===== config.mk =====
export PLATFORM = sky130hd
export DESIGN_NAME = url_percent_codec_core
export DESIGN_NICKNAME = d
export VERILOG_FILES = /design/src/upc_pkg.sv /design/src/upc_step.sv /design/src/upc_ser.sv /design/src/url_percent_codec_core.sv
export SDC_FILE = /design/constraint.sdc
export NUM_CORES = 1
export LEC_CHECK = 0
export BUFFER_PORTS_ARGS = -buffer_cell sky130_fd_sc_hd__buf_2
export CORE_UTILIZATION = 60
export CTS_BUF_LIST = sky130_fd_sc_hd__clkbuf_16
export DETAILED_ROUTE_END_ITERATION = 10
export PLACE_DENSITY = 0.79
export SLEW_MARGIN = 30
export SYNTH_ARGS = -nofsm -noshare
export SYNTH_HDL_FRONTEND = slang
export SYNTH_SLANG_ARGS = --single-unit

===== constraint.sdc =====
create_clock -name clk -period 17.9 [get_ports clk]
set_clock_uncertainty 0.1 [all_clocks]
set_input_delay 1.79 -clock clk [delete_from_list [all_inputs] [get_ports clk]]
set_output_delay 1.79 -clock clk [all_outputs]
set_load 0.05 [all_outputs]

===== src/upc_pkg.sv =====
package upc_pkg;

	localparam logic [1:0] MODE_COMPONENT = 2'd0;
	localparam logic [1:0] MODE_PATH      = 2'd1;
	localparam logic [1:0] MODE_DECODE    = 2'd2;
	localparam logic [1:0] MODE_DECODE_ALT = 2'd3;

	localparam logic [7:0] CH_PCT   = 8'h25;
	localparam logic [7:0] CH_TILDE = 8'h7E;
	localparam logic [7:0] CH_STAR  = 8'h2A;
	localparam logic [7:0] HI_MASK  = 8'hF0;
	localparam logic [7:0] LO_MASK  = 8'h0F;

	localparam logic [7:0] HEX_CHARS [16] = '{
		8'h30, 8'h31, 8'h32, 8'h33, 8'h34, 8'h35, 8'h36, 8'h37,
		8'h38, 8'h39, 8'h41, 8'h42, 8'h43, 8'h44, 8'h45, 8'h46
	};

	typedef enum logic [1:0] {
		PEND_NONE  = 2'd0,
		PEND_PCT   = 2'd1,
		PEND_DIGIT = 2'd2
	} pend_t;

	typedef struct packed {
		pend_t       pend;
		logic [3:0]  nib;
		logic [7:0]  chr;
	} dec_state_t;

	typedef struct packed {
		logic [1:0]      cnt;
		logic [2:0][7:0] bytes;
		logic            last;
	} res_t;

	function automatic logic is_unreserved(input logic [7:0] b);
		return (b inside {[8'h41:8'h5A], [8'h61:8'h7A], [8'h30:8'h39],
			8'h2D, 8'h5F, 8'h2E, CH_TILDE});
	endfunction

	function automatic logic is_path_kept(input logic [7:0] b);
		return is_unreserved(b) || (b inside {8'h2F, CH_PCT, 8'h3F, 8'h3D, 8'h26,
			8'h23, CH_STAR});
	endfunction

	// bit 4 set: not a hex digit
	function automatic logic [4:0] hex_value(input logic [7:0] b);
		logic [4:0] v;
		v = 5'h10;
		if (b inside {[8'h30:8'h39]})
			v = {1'b0, 4'(b - 8'h30)};
		else if (b inside {[8'h41:8'h46]})
			v = {1'b0, 4'(b - 8'h37)};
		else if (b inside {[8'h61:8'h66]})
			v = {1'b0, 4'(b - 8'h57)};
		return v;
	endfunction

endpackage


===== src/upc_step.sv =====
module upc_step (
	input  logic [1:0]          mode,
	input  upc_pkg::dec_state_t st,
	input  logic [7:0]          in_byte,
	input  logic                string_last,
	output upc_pkg::res_t       res,
	output upc_pkg::dec_state_t st_next
);

	logic [4:0] hv;
	logic       hx;
	logic       fresh_emit;
	logic       keep;
	logic [7:0] hi;
	logic [7:0] lo;

	always_comb begin
		hv         = upc_pkg::hex_value(in_byte);
		hx         = !hv[4];
		fresh_emit = !(in_byte == upc_pkg::CH_PCT && !string_last);
		keep       = (mode == upc_pkg::MODE_COMPONENT) ? upc_pkg::is_unreserved(in_byte)
			: upc_pkg::is_path_kept(in_byte);
		hi         = (in_byte & upc_pkg::HI_MASK) >> 4;
		lo         = in_byte & upc_pkg::LO_MASK;

		res.cnt    = 2'd0;
		res.bytes  = '0;
		res.last   = string_last;
		st_next    = st;

		if (mode == upc_pkg::MODE_COMPONENT || mode == upc_pkg::MODE_PATH) begin
			if (keep) begin
				res.cnt      = 2'd1;
				res.bytes[0] = in_byte;
			end else begin
				res.cnt      = 2'd3;
				res.bytes[0] = upc_pkg::CH_PCT;
				res.bytes[1] = upc_pkg::HEX_CHARS[hi[3:0]];
				res.bytes[2] = upc_pkg::HEX_CHARS[lo[3:0]];
			end
		end else begin
			case (st.pend)
				upc_pkg::PEND_NONE: begin
					if (fresh_emit) begin
						res.cnt      = 2'd1;
						res.bytes[0] = in_byte;
					end else begin
						st_next.pend = upc_pkg::PEND_PCT;
					end
				end
				upc_pkg::PEND_PCT: begin
					if (hx && !string_last) begin
						st_next.pend = upc_pkg::PEND_DIGIT;
						st_next.nib  = hv[3:0];
						st_next.chr  = in_byte;
					end else begin
						res.bytes[0] = upc_pkg::CH_PCT;
						res.bytes[1] = in_byte;
						res.cnt      = fresh_emit ? 2'd2 : 2'd1;
						st_next.pend = fresh_emit ? upc_pkg::PEND_NONE : upc_pkg::PEND_PCT;
					end
				end
				upc_pkg::PEND_DIGIT: begin
					st_next.pend = upc_pkg::PEND_NONE;
					st_next.nib  = 4'd0;
					st_next.chr  = 8'd0;
					if (hx) begin
						res.cnt      = 2'd1;
						res.bytes[0] = {st.nib, hv[3:0]};
					end else begin
						res.bytes[0] = upc_pkg::CH_PCT;
						res.bytes[1] = st.chr;
						res.bytes[2] = in_byte;
						res.cnt      = fresh_emit ? 2'd3 : 2'd2;
						if (!fresh_emit)
							st_next.pend = upc_pkg::PEND_PCT;
					end
				end
				default: begin
					st_next.pend = upc_pkg::PEND_NONE;
				end
			endcase
		end
	end

endmodule


===== src/upc_ser.sv =====
module upc_ser (
	input  logic          clk,
	input  logic          arst_n,
	input  logic          load,
	input  upc_pkg::res_t load_res,
	output logic          free,
	output logic          m_axis_tvalid,
	input  logic          m_axis_tready,
	output logic [7:0]    m_axis_tdata,  // out_byte
	output logic [0:0]    m_axis_tuser,  // run_last
	output logic          m_axis_tlast   // string_end
);

	upc_pkg::res_t res_s2;
	logic          valid_s2;
	logic [1:0]    idx_q;
	logic          last_beat;

	assign last_beat     = (idx_q == res_s2.cnt - 2'd1);
	assign free          = !valid_s2 || (m_axis_tready && last_beat);
	assign m_axis_tvalid = valid_s2;
	assign m_axis_tdata  = res_s2.bytes[idx_q];
	assign m_axis_tuser  = last_beat;
	assign m_axis_tlast  = last_beat && res_s2.last;

	always_ff @(posedge clk or negedge arst_n) begin
		if (!arst_n) begin
			valid_s2 <= 1'b0;
			idx_q    <= 2'd0;
		end else if (load) begin
			valid_s2 <= 1'b1;
			idx_q    <= 2'd0;
		end else if (valid_s2 && m_axis_tready) begin
			if (last_beat)
				valid_s2 <= 1'b0;
			else
				idx_q <= idx_q + 2'd1;
		end
	end

	always_ff @(posedge clk) begin
		if (load)
			res_s2 <= load_res;
	end

endmodule


===== src/url_percent_codec_core.sv =====
// URL percent codec on a byte stream. mode 0 escapes every byte that is not
// unreserved, mode 1 also passes / % ? = & # *, modes 2 and 3 decode %XX
// escapes (either case) and pass malformed escapes through literally.
// Writing mode drops any escape held in decode. One input byte is taken per
// cycle while the skid buffer is empty; output bytes leave one per cycle while
// the receiver is ready, so an escaped byte puts three bytes on the single
// output byte lane and a held '%' or hex digit none. A one-entry skid buffer
// parks a result while the lane is busy; intake stops while it is full.
module url_percent_codec_core (
	input  logic       clk,
	input  logic       arst_n,
	input  logic       cfg_we,
	input  logic [1:0] cfg_wdata,
	input  logic       s_axis_tvalid,
	output logic       s_axis_tready,
	input  logic [7:0] s_axis_tdata,   // in_byte
	input  logic       s_axis_tlast,   // string_last
	output logic       m_axis_tvalid,
	input  logic       m_axis_tready,
	output logic [7:0] m_axis_tdata,   // out_byte
	output logic [0:0] m_axis_tuser,   // run_last
	output logic       m_axis_tlast    // string_end
);

	logic [1:0]          mode_q;
	upc_pkg::dec_state_t st_q;
	upc_pkg::dec_state_t st_next;
	upc_pkg::res_t       res;
	upc_pkg::res_t       skid_q;
	logic                skid_valid_q;
	logic                accept;
	logic                has_out;
	logic                ser_free;
	logic                load;

	assign s_axis_tready = !skid_valid_q;
	assign accept        = s_axis_tvalid && s_axis_tready;
	assign has_out       = (res.cnt != 2'd0);
	assign load          = ser_free && (skid_valid_q || (accept && has_out));

	upc_step u_step (
		.mode        (mode_q),
		.st          (st_q),
		.in_byte     (s_axis_tdata),
		.string_last (s_axis_tlast),
		.res         (res),
		.st_next     (st_next)
	);

	upc_ser u_ser (
		.clk           (clk),
		.arst_n        (arst_n),
		.load          (load),
		.load_res      (skid_valid_q ? skid_q : res),
		.free          (ser_free),
		.m_axis_tvalid (m_axis_tvalid),
		.m_axis_tready (m_axis_tready),
		.m_axis_tdata  (m_axis_tdata),
		.m_axis_tuser  (m_axis_tuser),
		.m_axis_tlast  (m_axis_tlast)
	);

	always_ff @(posedge clk or negedge arst_n) begin
		if (!arst_n) begin
			mode_q       <= upc_pkg::MODE_COMPONENT;
			st_q.pend    <= upc_pkg::PEND_NONE;
			st_q.nib     <= 4'd0;
			st_q.chr     <= 8'd0;
		end else if (cfg_we) begin
			mode_q       <= cfg_wdata;
			st_q.pend    <= upc_pkg::PEND_NONE;
			st_q.nib     <= 4'd0;
			st_q.chr     <= 8'd0;
		end else if (accept) begin
			st_q         <= st_next;
		end
	end

	// park a request when the output lane cannot take it this cycle
	always_ff @(posedge clk or negedge arst_n) begin
		if (!arst_n) begin
			skid_valid_q <= 1'b0;
		end else if (accept && has_out && !ser_free) begin
			skid_valid_q <= 1'b1;
		end else if (ser_free && skid_valid_q) begin
			skid_valid_q <= 1'b0;
		end
	end

	always_ff @(posedge clk) begin
		if (accept && has_out && !ser_free)
			skid_q <= res;
	end

endmodule


[Word level (Yosys, flattened, before mapping)]
Memory sizes are Yosys's and may differ from the RTL's.
Index checks and enable logic that the tools add are counted.
Cells by class
  add/subtract/negate cells: 5
  magnitude comparators: 11
  eq/ne operators: 19
  mux-type cells: 46
  bitwise gates (word level): 2
  reduce and logical (&&, ||, !) cells: 38
Operator list (count)
  $eq A8 B6 Y1 const B: 9
  $mux W8: 9
  $mux W16: 3
  $mux W14: 3
  $le A8 B7 Y1 const B: 4
  $mux W27: 1
  $mux W26: 1
  $pmux W12 S2: 1
  $pmux W8 S3: 1
  $mux W2: 10
  $bmux W8 S2: 1
  $eq A8 B7 Y1 const B: 2
  $ge A8 B7 Y1 const B: 2
  $pmux W8 S2: 1
  $logic_and A1 B1 Y1: 15
  $mux W5: 3
  $reduce_bool A7 Y1: 2
  $mux W12: 1
  $pmux W2 S3: 2
  $ge A5 B5 Y1 const B: 2
  $not A4 Y5: 2
  $reduce_bool A2 Y1: 5
  $mux W1: 9
  $ge A8 B6 Y1 const B: 1
  18 further kinds: 31
Storage, ports and cells
  register bits: 74
  ROM bits: 256
  bits of input ports: 16
  output and inout port bits: 12
  word-level logic and storage cells: 140
  memories: 2
Memories
  (name not given): words 16, width 8, read ports 1, clocked after Yosys merged registers in 0, wr ports 0, RTL line upc_step.sv:39  | res.bytes[2] = upc_pkg::HEX_CHARS[lo[3:0]];
  (name not given): words 16, width 8, read ports 1, clocked after Yosys merged registers in 0, wr ports 0, RTL line upc_step.sv:38  | res.bytes[1] = upc_pkg::HEX_CHARS[hi[3:0]];

[Depth between registers and ports, before layout]
Gate-level depths: netlist of the first run.
  word-level depth: 16
  gate-level depth with buffers: 12
  depth with buffers taken out: 9

[By module]
A second synthesis of the first run with hierarchy kept.
Unflattened totals
  cell total of the unflattened synthesis: 463
  area total of the unflattened synthesis: 4833.4 um^2
By module, submodules not included
  url_percent_codec_core: instances 1, cells an instance 131, area each 2057.0 um^2, seq. area each 1236.2 um^2
  upc_step: instances 1, cells an instance 255, area each 1595.3 um^2, seq. area each 0.0 um^2
  upc_ser: instances 1, cells an instance 77, area each 1181.1 um^2, seq. area each 885.8 um^2

[Worst setup path before layout of the first run]
Ideal clock, no wire load.
  path kind: in2reg
  start: input port s_axis_tdata[1]
  end: register skid_q[0] (netlist bit) (enable)
  library setup time: 0.558 ns
  data arrival time: 7.967 ns
  data required time: 17.242 ns
  path slack: 9.275 ns
  stages: 10
  buffers on the path: 2
  path through: buf_2 inv_1 ha_1 or4b_4 a311oi_2 o32a_2 and2_1 buf_4 a21oi_1 a2111oi_0
On the way
  cells in the longest elaborated chain, start to end: 13
  elaborated cells between the ends (all ways): 45
  those cells by class: order compare (8); eq/ne (11); mux (12); reduce/logical (14)
RTL lines
  from (decl): RTL line url_percent_codec_core.sv:16  | input logic [7:0] s_axis_tdata,
  $ge A8 B7 Y1 or $le A8 B7 Y1 (tied branches): RTL line upc_pkg.sv:38, upc_pkg.sv:55
  $logic_and A1 B1 Y1: RTL line upc_pkg.sv:55  | else if (b inside {[8'h61:8'h66]})
  $mux W5: RTL line upc_pkg.sv:55
  $mux W5: RTL line upc_pkg.sv:53  | else if (b inside {[8'h41:8'h46]})
  $mux W5: RTL line upc_pkg.sv:51  | if (b inside {[8'h30:8'h39]})
  $logic_not A1 Y1: RTL line upc_step.sv:19  | hx = !hv[4];
  $logic_and A1 B1 Y1: RTL line upc_step.sv:52  | if (hx && !string_last) begin
  $mux W2: RTL line upc_step.sv:52
  $pmux W2 S3: RTL line upc_step.sv:42  | case (st.pend)
  $mux W26 (*): RTL line upc_step.sv:31  | if (mode == upc_pkg::MODE_COMPONENT || mode == upc_pkg::MODE_PATH) begin
  $reduce_bool A2 Y1 (*): RTL line url_percent_codec_core.sv:38  | assign has_out = (res.cnt != 2'd0);
  $logic_and A1 B1 Y1 (*) (2 in a row): RTL line url_percent_codec_core.sv:91  | if (accept && has_out && !ser_free)
  to (signal assigned): RTL line url_percent_codec_core.sv:92  | skid_q <= res;
  to (decl): RTL line url_percent_codec_core.sv:29  | upc_pkg::res_t skid_q;
Every way passes the cells marked *; elsewhere a longest branch is shown, timed or not.
A chain may end at the register's enable or synchronous reset.

[Final worst setup path of the first run]
  start: input port s_axis_tdata[1]
  end: register skid_q[21] (netlist bit) (enable)
Same word-level chain as after synthesis.

==> results of run 1 <==
==> stage by stage <==
stage	instances	area (sq um)
after floorplan	405	4320
after global placement	502	4480
after detailed placement	502	4480
after CTS	518	4800
after global routing	518	4800
final	518	4800
==> how the worst min path moves through the flow <==
| stage | startpoint | end | slack (ns) | cells past startpoint |
|---|---|---|---|---|
| 2_1_floorplan | st_q[10] | st_q[10] | 0.35 | 2 |
| 4_1_cts | st_q[11] | st_q[11] | 0.39 | 2 |
| 6_report | st_q[9] | st_q[9] | 0.39 | 2 |
| 3_5_place_dp | st_q[11] | st_q[11] | 0.38 | 2 |
| 5_1_grt | st_q[10] | st_q[10] | 0.41 | 2 |
| 3_3_place_gp | st_q[9] | st_q[9] | 0.37 | 2 |
==> power by group through the flow <==
stage          combinational, mW  clock (mW)  sequential, mW
2_1_floorplan              0.163           0           0.238
3_3_place_gp               0.193           0           0.249
3_5_place_dp               0.196           0           0.250
4_1_cts                    0.197       0.193           0.247
5_1_grt                    0.212       0.199           0.250
6_report                   0.197       0.191           0.247
==> logic make-up (layout without fill, tap and decap cells) <==
logic type               Yosys count  after routing  share of synthesized area
multiplexers                      38             38                     0.0954
buffers and inverters             43             60                     0.0406
XOR/XNOR                           4              4                    0.00812
AO/OA/AOI/OAI                    111            111                      0.180
adder cells (fa/ha/maj)           13             13                     0.0377
AND/OR/NAND/NOR                  122            122                      0.147
flip-flops                        74             74                      0.492
==> layout by cell type, fill, tap and decap left out, drive strengths merged, types with 4 or more instances in the layout <==
master,synthesis,routed
dfrtp,20,20
a32oi,11,11
nor2b,7,7
edfxtp,54,54
nand2,46,46
clkbuf,17,9
inv,15,17
and3,4,4
mux2,25,25
o31ai,6,6
o32ai,4,4
nand3,6,6
mux2i,13,13
a22o,12,12
nand2b,7,7
buf,11,29
o21ai,26,26
a31oi,5,5
nor3,8,8
and2,7,7
nor2,20,20
ha,13,13
a21oi,21,21
==> layout make-up <==
| class | instances | area share |
|---|---|---|
| clock buffers | 9 | 0.0469 |
| clock inverters | 7 | 0.0196 |
| inverters | 15 | 0.0117 |
| multi-input cells | 288 | 0.423 |
| flip-flops and latches | 74 | 0.442 |
| well taps | 96 | 0.0250 |
| repair buffers | 29 | 0.0313 |
==> worst max-delay path, cell delays in order <==
cell and delay, ns:
buf_2 0.27, inv_1 0.18, ha_1 0.28, or4b_4 0.52, a311oi_2 0.31, o32a_2 0.40
and2_1 0.32, a21oi_1 0.11, a2111oi_2 0.37, buf_4 0.39
==> metal layers <==
metal | track usage | vias up | routed length, microns
li1 | - | 1556 | -
met1 | 0.399 | 1610 | 4400
met2 | 0.466 | 173 | 4760
met3 | 0.0619 | 25 | 777
met4 | 0.106 | 0 | 260
met5 | 0 | - | 0
==> registers in the layout (all words and copies together), names as in the netlist <==
name	flops
u_ser.res_s2	27
skid_valid_q	1
skid_q	27
st_q	14
u_ser.idx_q	2
mode_q	2
u_ser.m_axis_tvalid	1
==> flow_summary.json, run 1 <==
{
  "ys_ff_latch": 74,
  "gr-usage-all-layers": 0.293,
  "root_buffer": "clkbuf_16",
  "clk_pin_slew_ns": 0.06,
  "vdd_drop_max_mv": 0.0608,
  "die_h_microns": 86.8,
  "wl_microns": 10200,
  "setup_ws_ns": 12.83,
  "vias": 3364,
  "critPathLaunchType": "primary input",
  "clock.fmax_mhz": 197,
  "final_util": 0.698,
  "drive_gt1_frac": 0.194,
  "io_pins": 28,
  "power.leakage_nw": 1.83,
  "pre_cts_slack_ns": 12.56,
  "layout_worst_path_cycle_share": 0.283,
  "core_area_sq_mm": 0.00687,
  "cp-startpoint": "s_axis_tdata[1]",
  "clock_path_buffers": 2,
  "powerDensity_mw_per_mm2": 132,
  "seq_power_share": 0.389,
  "dieArea_sq_mm": 0.00754,
  "status": "finished clean",
  "required_ns": 17.80,
  "first_pass_iters": 5,
  "ys_warn_count": 0,
  "reg2reg_from": "st_q[13]",
  "dominantRegCellSynth": "edfxtp_1",
  "htree_levels": 3,
  "drc": 0,
  "tritoncts": "done",
  "netlist.area_leader.share": 0.376,
  "swShare": 0.353,
  "antenna_left": 0,
  "maxCapViolCount": 0,
  "min_path_type": "register to register",
  "synth_area_leaders": "edfxtp_1 38%, dfrtp_1 12%, mux2_2 6.5%",
  "power_switching_mw": 0.224,
  "syn_area_per_cell_sq_um": 10.7,
  "final_max_slew_viol_count": 0,
  "start_util": 0.628,
  "diodes": 0,
  "final.setup.tns_ns": 0,
  "synth_area_leader_cell": "edfxtp_1",
  "via_per_inst": 6.49,
  "relSlewSlack": 0.398,
  "portBuffers": 27,
  "yosysSeqAreaShare": 0.492,
  "antenna_found_initial": 0,
  "grt_max_degree": 30,
  "num_rows": 30,
  "drtIter0Drc": 342,
  "worstSetupEndpoint": "skid_q[21]",
  "r2r_end": "u_ser.res_s2[12]",
  "grt_overflow": 0,
  "cts_hold_buffers": 0,
  "cts.repair.resized": 0,
  "clock_sinks": 74,
  "crit_type": "primary input to register",
  "synth-edff-count": 54,
  "place.gp.congestion": 0.930,
  "area_growth_pct": 11.1,
  "holdWs_ns": 0.390,
  "wl_per_cell_microns": 19.7,
  "p_int_mw": 0.411,
  "grt_pass1_vias": 3187,
  "grt_pass1_wl_microns": 16300,
  "post_cts_buffers": 0,
  "crit_fanout": 27,
  "fillerInstances": 530,
  "seq_area_sq_mm": 0.00212,
  "numCtsBuffers": 9,
  "dp_hpwl_microns": 7000,
  "synth_async_sr_flop_share": 0.270,
  "power_frac_clock": 0.301,
  "setup_viol": 0,
  "clk-insertion-delay-late_ns": 0.33,
  "yosysUniqueCellTypes": 59,
  "period_needed_ns": 5.07,
  "rsz0062_at_grt": "false",
  "syn_area_sq_mm": 0.00432,
  "multiInputGateArea_sq_mm": 0.00203,
  "hold_viol_final": 0,
  "yosysMostFrequentCell": "edfxtp_1",
  "cp-end-kind": "register",
  "reg2reg_slack_ns": 15.13,
  "syn_inst": 405,
  "combPwrFrac": 0.310,
  "worstRegToRegCells": 9,
  "nNetsFinal": 446,
  "die_x_microns": 86.8,
  "crit_arrival_ns": 4.96,
  "max_slew.worst_pin.slew_ns": 0.902,
  "p_total_mw": 0.635,
  "synth_commonest_cells": "54 x edfxtp_1, 46 x nand2_1, 25 x mux2_2, 25 x o21ai_0, 21 x a21oi_1",
  "synth_nets": 434
}
No activity file was read; power rests on OpenSTA's default activity.
==> run 2, diff against run 1 <==
ABC_AREA = 1   (was unset)
clock period = 4.76 ns   (was 17.9 ns; I/O delays follow)
==> run 2 against run 1 <==
  * Largest cell class unchanged
  * Combinational power grew to 5.0 times the previous value
  * Routed wire length is 1.3% higher
  * Register-to-register slack worse by 14 ns
  * Critical path type is now register to register
  * Non-clock buffer count is 4 higher
  * Largest power group unchanged
  * Critical path depth is 4 lower
  * Flip-flop and latch count stayed put
  * Final area is 0.26% higher
  * Clock-buffer cell count stayed put
  * Cell count is 21% higher
==> flow_summary.json, run 2 <==
{
  "status": "finished clean",
  "tritoncts": "done",
  "start_util": 0.626,
  "synth-edff-count": 54,
  "r2r_end": "u_ser.res_s2[15]",
  "multiInputGateArea_sq_mm": 0.00188,
  "first_pass_iters": 5,
  "grt_pass1_vias": 3322,
  "grt_overflow": 0,
  "wl_microns": 10300,
  "worst_path_most_repeated_cell": "o21ai_0",
  "max_slew.worst_pin.slew_ns": 0.736,
  "reg_top3": "skid_q x27, u_ser.res_s2 x27, st_q x14",
  "diodes": 0,
  "io_pins": 28,
  "final_max_slew_viol_count": 0,
  "syn_area_per_cell_sq_um": 8.57,
  "layout_common_cells": "134 x nand2_1, 54 x edfxtp_1, 42 x nand3_1, 41 x nor2_1, 39 x inv_1",
  "place_area_sq_mm": 0.00451,
  "drtIter0Drc": 233,
  "antenna_left": 0,
  "period_needed_ns": 3.17,
  "drc": 0,
  "hold_viol_final": 0,
  "final.setup.tns_ns": 0,
  "grt_max_degree": 28,
  "antenna_found_initial": 0,
  "synth_top_family_by_area": "simple AND/OR/NAND/NOR gates",
  "dieArea_sq_mm": 0.00751,
  "synth_area_leaders": "edfxtp_1 38%, nand2_1 12%, dfrtp_1 12%",
  "num_rows": 30,
  "yosysSeqAreaShare": 0.493,
  "synth_mux_area_frac": 0,
  "synth_xor_area_frac": 0.00814,
  "netlist.area_leader.share": 0.377,
  "crit_arrival_ns": 3.06,
  "portBuffers": 27,
  "yosys.area_share.simple": 0.264,
  "cp-startpoint": "u_ser.idx_q[0]",
  "clock_sinks": 74,
  "min_path_type": "primary input to async pin",
  "setup_ws_ns": 1.59,
  "syn_inst": 502,
  "ys_warn_count": 0,
  "crit_fanout": 27,
  "fillerInstances": 539,
  "synth_compound_gate_area_share": 0.126,
  "critPathLaunchType": "register",
  "cts_hold_buffers": 0,
  "core_area_sq_mm": 0.00687,
  "wl_per_cell_microns": 16.5,
  "final_util": 0.700,
  "cp-end-kind": "register",
  "die_h_microns": 86.7,
  "numCtsBuffers": 9,
  "worstRegToRegCells": 6,
  "critPathMaxStageDelay_ns": 0.63,
  "synth_nets": 531,
  "nNetsFinal": 555,
  "setup_viol": 0,
  "crit_type": "register to register",
  "powerDensity_mw_per_mm2": 560,
  "dominantRegCellSynth": "edfxtp_1",
  "clk-insertion-delay-late_ns": 0.33,
  "power.leakage_nw": 2.09,
  "area_growth_pct": 11.8,
  "cp_cell_sequence": "clkinv_1 -> nor2_1 -> o21ai_0 -> o21ai_0 -> a21boi_2 -> buf_4",
  "worst_path_max_delay_cell": "o21ai_0",
  "yosysUniqueCellTypes": 42,
  "synth_async_sr_flop_share": 0.270,
  "vdd_drop_max_mv": 0.233,
  "relSlewSlack": 0.509,
  "root_buffer": "clkbuf_16",
  "reg2reg_slack_ns": 1.59,
  "worstSetupEndpoint": "u_ser.res_s2[15]",
  "final_cell_area_sq_mm": 0.00481,
  "pre_cts_slack_ns": 1.40,
  "synthAdderAreaFrac": 0.0378,
  "place.gp.congestion": 1.00,
  "layout_commonest_cell": "nand2_1",
  "gr-usage-all-layers": 0.293,
  "dp_hpwl_microns": 7570,
  "vias": 3600,
  "yosysMostFrequentCell": "nand2_1",
  "synth_area_leader_cell": "edfxtp_1",
  "synth_commonest_cells": "134 x nand2_1, 54 x edfxtp_1, 42 x nand3_1, 42 x nor2_1, 39 x inv_1",
  "htree_levels": 3,
  "drive_gt1_frac": 0.171,
  "required_ns": 4.66,
  "die_x_microns": 86.7,
  "maxCapViolCount": 0,
  "rsz0062_at_grt": "false",
  "cts.repair.resized": 0,
  "seq_area_sq_mm": 0.00212,
  "grt_pass1_wl_microns": 16300,
  "via_per_inst": 5.74,
  "post_cts_buffers": 0,
  "reg2reg_from": "u_ser.idx_q[0]",
  "clock.fmax_mhz": 316,
  "clk_pin_slew_ns": 0.06,
  "layout_worst_path_cycle_share": 0.665,
  "clock_path_buffers": 2,
  "syn_area_sq_mm": 0.00430,
  "ys_ff_latch": 74
}
## run 2: worst min path at each step
stage | end | slack, ns | cells past startpoint
finish | skid_valid_q | 0.004 | 1
global route | skid_valid_q | 0.03 | 1
floorplan | mode_q[0] | 0.08 | 0
detailed placement | mode_q[1] | 0.36 | 1
CTS | mode_q[1] | 0.01 | 1
global placement | mode_q[1] | 0.35 | 1
## run 2: where the power goes
group / internal, mW / switching, mW / total, mW
clock: 0.410 / 0.266 / 0.676
combinational: 0.236 / 0.739 / 0.976
sequential: 0.960 / 0.0817 / 1.04
total: 1.61 / 1.09 / 2.69
## run 2: area by class of cell
| type | count | share of cell area |
|---|---|---|
| multi-input cells | 355 | 0.392 |
| well taps | 96 | 0.0250 |
| repair buffers | 33 | 0.0375 |
| clock buffers | 9 | 0.0468 |
| flip-flops and latches | 74 | 0.441 |
| clock inverters | 7 | 0.0159 |
| inverters | 53 | 0.0419 |
## run 2: through the flow
| stage | std cells | hold WS [ns] | power, mW |
|---|---|---|---|
| floorplan | 502 | 0.0804 | 1.79 |
| global placement | 611 | 0.346 | 2.00 |
| detailed placement | 611 | 0.362 | 2.03 |
| CTS | 627 | 0.0119 | 2.71 |
| global route | 627 | 0.0321 | 2.84 |
| finish | 627 | 0.00389 | 2.69 |
## run 2: cells by family (layout without fill, tap and decap cells)
family,Yosys count,after routing
simple gates,252,252
xor+xnor,4,4
buf+inv,73,102
fa+ha+maj,13,13
compound gates,86,86
flops,74,74
## run 2: worst max-delay path, delay by kind of cell, from the launching register on
family                 cells  cell delay [ns]
AND/OR/NAND/NOR            1             0.23
AO/OA/AOI/OAI              3             1.12
flip-flops                 1             0.54
buffers and inverters      2             0.83
## run 2: routing by layer
layer  vias to the layer above  wire [microns]  GRT usage
met1                      1664            4360      0.381
met5                         -               0          0
met4                         0             233      0.117
li1                       1764               -          -
met3                        21             727     0.0648
met2                       151            5010      0.479
==> run 3, diff against run 2 <==
CORE_UTILIZATION = 55   (was 60)
PLACE_DENSITY = 0.76   (was 0.79)
clock period = 2.72 ns   (was 4.76 ns; I/O delays follow)
==> run 3 against run 2 <==
  * Worst setup slack lost 1.3 ns
  * Clock-buffer cell count is the same
  * First-iteration DRC count is 6.0% higher
  * Sequential share of layout area down 2.2 points
  * Critical path type is now primary input to register
  * Critical endpoint is now u_ser.res_s2[11]
  * Largest power group is now combinational cells
==> flow_summary.json, run 3 (synthesis gave the netlist of run 2 again) <==
{
  "first_pass_iters": 5,
  "diodes": 0,
  "crit_fanout": 27,
  "fillerInstances": 573,
  "start_util": 0.581,
  "root_buffer": "clkbuf_16",
  "portBuffers": 27,
  "clk-insertion-delay-late_ns": 0.33,
  "io_pins": 28,
  "crit_arrival_ns": 2.37,
  "grt_pass1_wl_microns": 17700,
  "numCtsBuffers": 9,
  "worst_path_most_repeated_cell": "inv_1",
  "layout_common_cells": "134 x nand2_1, 54 x edfxtp_1, 42 x nand3_1, 41 x nor2_1, 39 x inv_1",
  "gr-usage-all-layers": 0.274,
  "num_rows": 31,
  "maxCapViolCount": 0,
  "period_needed_ns": 2.45,
  "dp_hpwl_microns": 7570,
  "die_x_microns": 90.4,
  "drc": 0,
  "reg_top3": "skid_q x27, u_ser.res_s2 x27, st_q x14",
  "final_max_slew_viol_count": 0,
  "grt_overflow": 0,
  "max_slew.worst_pin.slew_ns": 0.534,
  "clock_sinks": 74,
  "grt_max_degree": 35,
  "critPathTopFamily": "simple AND/OR/NAND/NOR gates",
  "rsz0062_at_grt": "false",
  "dieArea_sq_mm": 0.00818,
  "cp-end-kind": "register",
  "cts.repair.resized": 0,
  "power.leakage_nw": 2.22,
  "core_area_sq_mm": 0.00741,
  "grt_pass1_vias": 3605,
  "hold_viol_final": 0,
  "wl_per_cell_microns": 16.2,
  "layout_worst_path_cycle_share": 0.900,
  "drtIter0Drc": 247,
  "drive_gt1_frac": 0.203,
  "place.gp.congestion": 0.999,
  "antenna_found_initial": 0,
  "layout_commonest_cell": "nand2_1",
  "cp_cell_sequence": "buf_2 -> inv_1 -> ha_1 -> inv_1 -> nor3_4 -> nand3_1 -> nor2_1 -> inv_1 -> o21ai_0 -> nand3_1 -> nand3_2 -> nand2_2 -> a21boi_4 -> buf_12",
  "relSlewSlack": 0.644,
  "critPathLaunchType": "primary input",
  "area_growth_pct": 17.6,
  "required_ns": 2.64,
  "vias": 3691,
  "min_path_type": "primary input to register",
  "htree_levels": 3,
  "vdd_drop_max_mv": 0.390,
  "final_util": 0.683,
  "crit_type": "primary input to register",
  "tritoncts": "done",
  "antenna_left": 0,
  "clk_pin_slew_ns": 0.06,
  "critPathMaxStageDelay_ns": 0.20,
  "status": "finished clean",
  "powerDensity_mw_per_mm2": 994,
  "clock_path_buffers": 2,
  "wl_microns": 10500,
  "die_h_microns": 90.4,
  "via_per_inst": 5.67,
  "clock.fmax_mhz": 408,
  "setup_viol": 0,
  "final.setup.tns_ns": 0,
  "worst_path_max_delay_cell": "a21boi_4",
  "nNetsFinal": 576,
  "cp.buffers_inverters": 5
}
-- run 3: cell count changes in the layout (fill, tap and decap cells not counted), sizes merged --
cell         before  now
buf              33   53
clkinv            5    4
inv              53   52
dlygate4sd3       0    1
bufinv            1    3
-- run 3: where the power goes --
part           switching, mW  internal (mW)
Sequential             0.112           1.68
Clock                  0.471          0.904
Combinational           1.35          0.509
-- run 3: repair_timing --
action	CTS	global route
hold endpoints to repair	20	0
hold buffers	1	0
setup buffers	0	0
-- run 3: path summary, 6_finish.rpt --
kind | startpoint | end | slack (ns) | cells past startpoint
max in group asynchronous | arst_n | st_q[0] | 1.80 | 2
min in group asynchronous | arst_n | mode_q[1] | 0.36 | 2
hold / removal | cfg_wdata[0] | mode_q[0] | 0.05 | 3
setup / recovery | s_axis_tdata[4] | u_ser.res_s2[11] | 0.27 | 14
hold reg to reg | mode_q[0] | mode_q[0] | 0.40 | 2
setup reg to reg | st_q[12] | u_ser.res_s2[11] | 0.32 | 9
-- run 3: tightest hold or removal path: cells and delay by family --
kind	cells	cell delay [ns]
buffers and inverters	1	0.07
AND/OR/NAND/NOR	2	0.10
-- run 3: metal layers --
metal | vias up | share of wire | GRT usage
met1 | 1706 | 0.44 | 0.372
met5 | - | 0 | 0
met4 | 0 | 0.015 | 0.0860
met3 | 12 | 0.064 | 0.0396
met2 | 162 | 0.48 | 0.454
li1 | 1811 | - | -
-- run 3: through the flow --
stage / cells / total power [mW] / worst slack (ns) / area, sq um / hold slack (ns)
3_5_place_dp: 634 / 3.66 / -0.0165 / 4700 / 0.169
6_report: 651 / 5.03 / 0.271 / 5060 / 0.0536
4_1_cts: 651 / 5.05 / 0.296 / 5060 / 0.0501
2_1_floorplan: 502 / 3.15 / -0.00104 / 4320 / -0.124
5_1_grt: 651 / 5.28 / 0.0664 / 5060 / 0.0625
3_3_place_gp: 634 / 3.62 / 0.0913 / 4700 / 0.169
-- run 3: cell type report --
class                           instances  area (sq um)  area share
Clock buffer                            9           225      0.0445
Clock inverter                          7           124      0.0245
Inverter                               53           201      0.0398
Multi-Input combinational cell        355          1900       0.375
Sequential cell                        74          2120       0.419
Tap cell                               99           124      0.0245
Timing Repair Buffer                   54           365      0.0722
